$ cat config.mk
export PLATFORM = sky130hd
export DESIGN_NAME = wtkz_ctrl
export DESIGN_NICKNAME = d
export VERILOG_FILES = /design/src/rtl/wtkz_pkg.sv /design/src/rtl/wtkz_ctrl.sv
export SDC_FILE = /design/constraint.sdc
export NUM_CORES = 1
export LEC_CHECK = 0
export BUFFER_PORTS_ARGS = -buffer_cell sky130_fd_sc_hd__clkbuf_2
export CORE_AREA = 2 2 39 41
export DETAILED_ROUTE_END_ITERATION = 12
export DIE_AREA = 0 0 41 43
export PLACE_DENSITY = 0.72
export SETUP_SLACK_MARGIN = 0.2
export SKIP_LAST_GASP = 1
export SLEW_MARGIN = 10
export SYNTH_ARGS = -nofsm -noshare
export SYNTH_HDL_FRONTEND = slang
export SYNTH_SLANG_ARGS = --single-unit
$ cat constraint.sdc
create_clock -name i_clk -period 1.9 [get_ports i_clk]
set_input_delay 0.475 -clock i_clk [delete_from_list [all_inputs] [get_ports i_clk]]
set_output_delay 0.475 -clock i_clk [all_outputs]
set_load 0.005 [all_outputs]
$ cat src/rtl/wtkz_pkg.sv
// Shared types, constants and helper functions for the weighted top-k zero picker.
`default_nettype none

package wtkz_pkg;

    // Record geometry
    localparam int SLOTS   = 7;
    localparam int EV_W    = 32;
    localparam int IDX_W   = 32;
    localparam int QUOTA_W = 10;
    localparam int WGT_W   = 3;

    // One heap entry: key, slot bits, record index
    typedef struct packed {
        logic [EV_W-1:0]  key;
        logic [SLOTS-1:0] bits;
        logic [IDX_W-1:0] idx;
    } t_entry;

    // Controller states
    typedef enum logic [3:0] {
        S_IDLE,
        S_DECIDE,
        S_PU_STEP,
        S_PU_CMP,
        S_EV_RD,
        S_EV_CMP,
        S_PO_TOP,
        S_PO_LAST,
        S_PO_KIDS,
        S_PO_L,
        S_PO_R,
        S_EMIT
    } t_state;

    // Datapath operations
    typedef enum logic [3:0] {
        OP_NONE,
        OP_LOAD,
        OP_MARK_EMPTY,
        OP_PUSH_INIT,
        OP_RD_PARENT,
        OP_SIFT_UP,
        OP_PUT_HOLD,
        OP_RD_TOP,
        OP_TAKE_TOP,
        OP_TAKE_LAST,
        OP_RD_LEFT,
        OP_TAKE_LEFT,
        OP_SIFT_DOWN,
        OP_EMIT
    } t_op;

    // Datapath status toward the controller
    typedef struct packed {
        logic is_pop;
        logic cnt_zero;
        logic full;
        logic bits_zero;
        logic i_zero;
        logic has_l;
        logic up_move;
        logic down_move;
        logic evict;
        logic out_busy;
    } t_stat;

    // Number of set slot bits
    function automatic logic [WGT_W-1:0] weight(input logic [SLOTS-1:0] b);
        logic [WGT_W-1:0] w;
        w = '0;
        for (int j = 0; j < SLOTS; j++) begin
            w = w + WGT_W'(b[j]);
        end
        return w;
    endfunction

    // True when entry a leaves the heap before entry b
    function automatic logic ahead(input t_entry a, input t_entry b);
        logic r;
        if (a.key != b.key) begin
            r = (a.key < b.key);
        end else begin
            r = (a.idx < b.idx);
        end
        return r;
    endfunction

endpackage

`default_nettype wire

$ cat src/rtl/wtkz_ctrl.sv
// Controller: sequences offers, evictions and drains over the heap datapath.
`default_nettype none

module wtkz_ctrl (
    input  wire logic            i_clk,
    input  wire logic            i_rst_n,
    input  wire logic            i_in_valid,
    output logic                 o_in_ready,
    input  wire wtkz_pkg::t_stat i_stat,
    output wtkz_pkg::t_op        o_op
);

    wtkz_pkg::t_state r_state, n_state;

    // State register
    always_ff @(posedge i_clk) begin
        if (!i_rst_n) begin
            r_state <= wtkz_pkg::S_IDLE;
        end else begin
            r_state <= n_state;
        end
    end

    // Next state
    always_comb begin
        n_state = r_state;
        unique case (r_state)
            wtkz_pkg::S_IDLE: begin
                if (i_in_valid) n_state = wtkz_pkg::S_DECIDE;
            end
            wtkz_pkg::S_DECIDE: begin
                if (i_stat.is_pop) begin
                    n_state = i_stat.cnt_zero ? wtkz_pkg::S_EMIT : wtkz_pkg::S_PO_TOP;
                end else if (i_stat.bits_zero || i_stat.full) begin
                    n_state = wtkz_pkg::S_IDLE;
                end else begin
                    n_state = wtkz_pkg::S_PU_STEP;
                end
            end
            wtkz_pkg::S_PU_STEP: begin
                n_state = i_stat.i_zero ? wtkz_pkg::S_EV_RD : wtkz_pkg::S_PU_CMP;
            end
            wtkz_pkg::S_PU_CMP: begin
                n_state = i_stat.up_move ? wtkz_pkg::S_PU_STEP : wtkz_pkg::S_EV_RD;
            end
            wtkz_pkg::S_EV_RD: begin
                n_state = i_stat.cnt_zero ? wtkz_pkg::S_IDLE : wtkz_pkg::S_EV_CMP;
            end
            wtkz_pkg::S_EV_CMP: begin
                n_state = i_stat.evict ? wtkz_pkg::S_PO_LAST : wtkz_pkg::S_IDLE;
            end
            wtkz_pkg::S_PO_TOP:  n_state = wtkz_pkg::S_PO_LAST;
            wtkz_pkg::S_PO_LAST: n_state = wtkz_pkg::S_PO_KIDS;
            wtkz_pkg::S_PO_KIDS: begin
                if (i_stat.has_l) begin
                    n_state = wtkz_pkg::S_PO_L;
                end else begin
                    n_state = i_stat.is_pop ? wtkz_pkg::S_EMIT : wtkz_pkg::S_EV_RD;
                end
            end
            wtkz_pkg::S_PO_L: n_state = wtkz_pkg::S_PO_R;
            wtkz_pkg::S_PO_R: begin
                if (i_stat.down_move) begin
                    n_state = wtkz_pkg::S_PO_KIDS;
                end else begin
                    n_state = i_stat.is_pop ? wtkz_pkg::S_EMIT : wtkz_pkg::S_EV_RD;
                end
            end
            wtkz_pkg::S_EMIT: begin
                if (!i_stat.out_busy) n_state = wtkz_pkg::S_IDLE;
            end
            default: n_state = wtkz_pkg::S_IDLE;
        endcase
    end

    // Outputs
    always_comb begin
        o_op       = wtkz_pkg::OP_NONE;
        o_in_ready = 1'b0;
        unique case (r_state)
            wtkz_pkg::S_IDLE: begin
                o_in_ready = 1'b1;
                if (i_in_valid) o_op = wtkz_pkg::OP_LOAD;
            end
            wtkz_pkg::S_DECIDE: begin
                if (i_stat.is_pop) begin
                    o_op = i_stat.cnt_zero ? wtkz_pkg::OP_MARK_EMPTY : wtkz_pkg::OP_RD_TOP;
                end else if (!(i_stat.bits_zero || i_stat.full)) begin
                    o_op = wtkz_pkg::OP_PUSH_INIT;
                end
            end
            wtkz_pkg::S_PU_STEP: begin
                o_op = i_stat.i_zero ? wtkz_pkg::OP_PUT_HOLD : wtkz_pkg::OP_RD_PARENT;
            end
            wtkz_pkg::S_PU_CMP: o_op = wtkz_pkg::OP_SIFT_UP;
            wtkz_pkg::S_EV_RD: begin
                if (!i_stat.cnt_zero) o_op = wtkz_pkg::OP_RD_TOP;
            end
            wtkz_pkg::S_EV_CMP: begin
                if (i_stat.evict) o_op = wtkz_pkg::OP_TAKE_TOP;
            end
            wtkz_pkg::S_PO_TOP:  o_op = wtkz_pkg::OP_TAKE_TOP;
            wtkz_pkg::S_PO_LAST: o_op = wtkz_pkg::OP_TAKE_LAST;
            wtkz_pkg::S_PO_KIDS: begin
                o_op = i_stat.has_l ? wtkz_pkg::OP_RD_LEFT : wtkz_pkg::OP_PUT_HOLD;
            end
            wtkz_pkg::S_PO_L: o_op = wtkz_pkg::OP_TAKE_LEFT;
            wtkz_pkg::S_PO_R: o_op = wtkz_pkg::OP_SIFT_DOWN;
            wtkz_pkg::S_EMIT: begin
                if (!i_stat.out_busy) o_op = wtkz_pkg::OP_EMIT;
            end
            default: o_op = wtkz_pkg::OP_NONE;
        endcase
    end

endmodule

`default_nettype wire

==> flow_summary.ini <==
[finish]
fill_cells = 122
area_delta_synth_final_pct = 50.5
stdcell_count = 124
drive_gt1_share_pct = 46.3
regMostFlops = r_state
reg_top3 = r_state (4)
finish.utilization_pct = 58.5
antenna_cells = 0
largest_register_ffs = 4
fin_nets = 123

[power_and_ir_drop]
power.total_uw = 994
peakVddDrop_uv = 434
leakagePower_uw = 0.000345
powerDensity_nw_per_um2 = 1230

[routing]
drt_wl_total_um = 1890
initialDrtViolationCount = 30
routedWlPerCell_um = 15.2
detail-route-antenna-nets = 0
viasPerCell = 6.07
num_vias = 753
drc_errors = 0
first_pass_iters = 4

[worst_setup_path]
r2r-end = r_state[0]$_SDFFE_PN0P_
critPathTopFamily = simple AND/OR/NAND/NOR gates
critPathMaxFanout = 5
cp_slowest_stage_delay_ns = 0.34
critPathBufInv = 2
endpoint_kind = primary output
cp_slowest_cell = dfxtp_2
arrival_ns = 1.48
path_cells = buf_6 > nor3b_4 > a31oi_1 > or3_1 > o211ai_1 > buf_2
crit_required_ns = 1.42
start_kind = register
reg2reg_from = r_state[3]$_SDFFE_PN0P_
r2r_slack_ns = 0.40
r2r.worst_path.cells = 6
critical_path_class = register to primary output

[grt]
antenna_found_initial = 0
grt_max_degree = 16
grt-ovfl-total = 0
track_usage_pct = 22.9
grt_pass1_wl_um = 2790
grt_pass1_vias = 696

[clock_network]
cts_buffers = 3
clkTransAtPathRegs_ns = 0.04
cts.path.max_buffers = 2
tritoncts = done
cts_sinks = 4
clock-root-buffer = clkbuf_4
insertion_delay_ns = 0.24
hold_buffers = 0
htreeDepth = 1

[worst_hold_path]
hold_class = input port to register
hold-path-cell-count = 2
min_to = r_state[2]$_SDFFE_PN0P_
min_from = i_rst_n

[place]
detailed_place_hpwl_um = 1210
port_buffers = 17
dp.cells = 112
gp_congestion = 0.865

[status]
violations = setup timing
run_status = finished with violations

[job]
drv_cap = 0

[floorplanning]
rows = 14
die_w_um = 41
core_um2 = 1380
initial_core_util_pct = 38.9
die_area_um2 = 1760
num_io_pins = 18
die_h_um = 43

[logic_synthesis]
synth_fp_nets = 91
synthCells = 78
yosys_warnings = 0
yosys.area.top_type = dfxtp_1
ys_types = 33
ys_ff_latch = 4
async_flop_share_pct = 0
syn_area_um2 = 538
synth_edf_count = 0
synth_area_leaders = dfxtp_1 (15%), buf_6 (6.3%), a31oi_1 (5.8%), a21oi_1 (4.7%), nand2b_1 (4.7%)
synth_top_area_share_pct = 14.9
synth_most_common_cell = nand2_1
avgSynthCellArea_um2 = 6.90
ys.flop_type = dfxtp_1
synth_seq_area_share_pct = 14.9

[sta]
fin_crit_ns = 1.96
rsz0062_at_grt = true
finalCritPeriodShare_pct = 103
holdWs_ns = 0.475
fmax_mhz = 511
fin_skew_ns = 0.00722
slew_headroom_pct = 83.5
worst_pin_slew_ns = 0.244
finalHoldViolations = 0
layout_setup_ws_ns = -0.0564
slew_viol_final = 0
setup_viol = 1
[worst max path at each step]
stage / depth (start not counted) / endpoint / slack [ns] / start
2_1_floorplan: 4 / o_op[1] / 0.34 / i_stat[8]
5_1_grt: 6 / o_op[1] / -0.10 / r_state[2]$_SDFFE_PN0P_
4_1_cts: 6 / o_op[1] / -0.02 / r_state[2]$_SDFFE_PN0P_
6_report: 6 / o_op[1] / -0.06 / r_state[2]$_SDFFE_PN0P_
3_3_place_gp: 4 / o_op[2] / 0.06 / r_state[1]$_SDFFE_PN0P_
3_5_place_dp: 5 / o_op[0] / 0.03 / r_state[0]$_SDFFE_PN0P_
[cell families after synthesis]
kind of cell,share of synthesized area [%]
buf+inv,15.8
flops,14.9
simple gates,35.3
mux,3.72
compound gates,30.2
[placed cells by master (no fill, tap or decap), types with 2 or more instances in the layout]
| cell type | instances |
|---|---|
| clkbuf_2 | 14 |
| buf_4 | 14 |
| nand2_1 | 6 |
| a31oi_1 | 5 |
| nand3_1 | 5 |
| inv_1 | 5 |
| nand2b_1 | 4 |
| a21oi_1 | 4 |
| buf_2 | 4 |
| nor2_1 | 3 |
| o21ai_0 | 3 |
| clkbuf_4 | 3 |
| buf_6 | 3 |
| dfxtp_4 | 3 |
| o211ai_1 | 2 |
| a211oi_1 | 2 |
| mux2i_1 | 2 |
| nand3b_1 | 2 |
| or4_1 | 2 |
| nand4_1 | 2 |
[routing by layer]
metal	vias up	track usage [%]	routed length, µm
met3	6	2.09	140
met4	0	12.7	36
met2	43	35.6	943
met1	349	29.2	766
li1	355	-	-
met5	-	0	0
[through the flow]
stage          TNS (ns)  setup slack [ns]  area, µm²
2_1_floorplan         0             0.337        538
3_3_place_gp          0            0.0566        648
3_5_place_dp          0            0.0346        648
4_1_cts         -0.0196           -0.0196        727
5_1_grt          -0.211            -0.102        810
6_report        -0.0564           -0.0564        810
[where the power goes]
group	switching, µW	leakage [µW]	internal, µW
Sequential	70.6	0.0000353	123
Combinational	323	0.000296	368
Clock	37.6	0.0000138	70.8
Total	431	0.000345	563
[timing repair]
action                     in CTS  in global routing
buffers inserted                2                  6
resized for setup              13                 14
hold endpoints to repair        0                  0
cloned                          1                  0
setup endpoints to repair       5                  5
pin swaps                       0                  2
[area by class of cell]
| type | count | area, µm² | area share, % |
|---|---|---|---|
| Tap cell | 16 | 20.0 | 2.47 |
| Timing Repair Buffer | 35 | 229 | 28.3 |
| Sequential cell | 4 | 92.6 | 11.4 |
| Clock buffer | 3 | 22.5 | 2.78 |
| Multi-Input combinational cell | 60 | 423 | 52.2 |
| Inverter | 6 | 22.5 | 2.78 |
No activity file was read; power rests on OpenSTA's default activity.
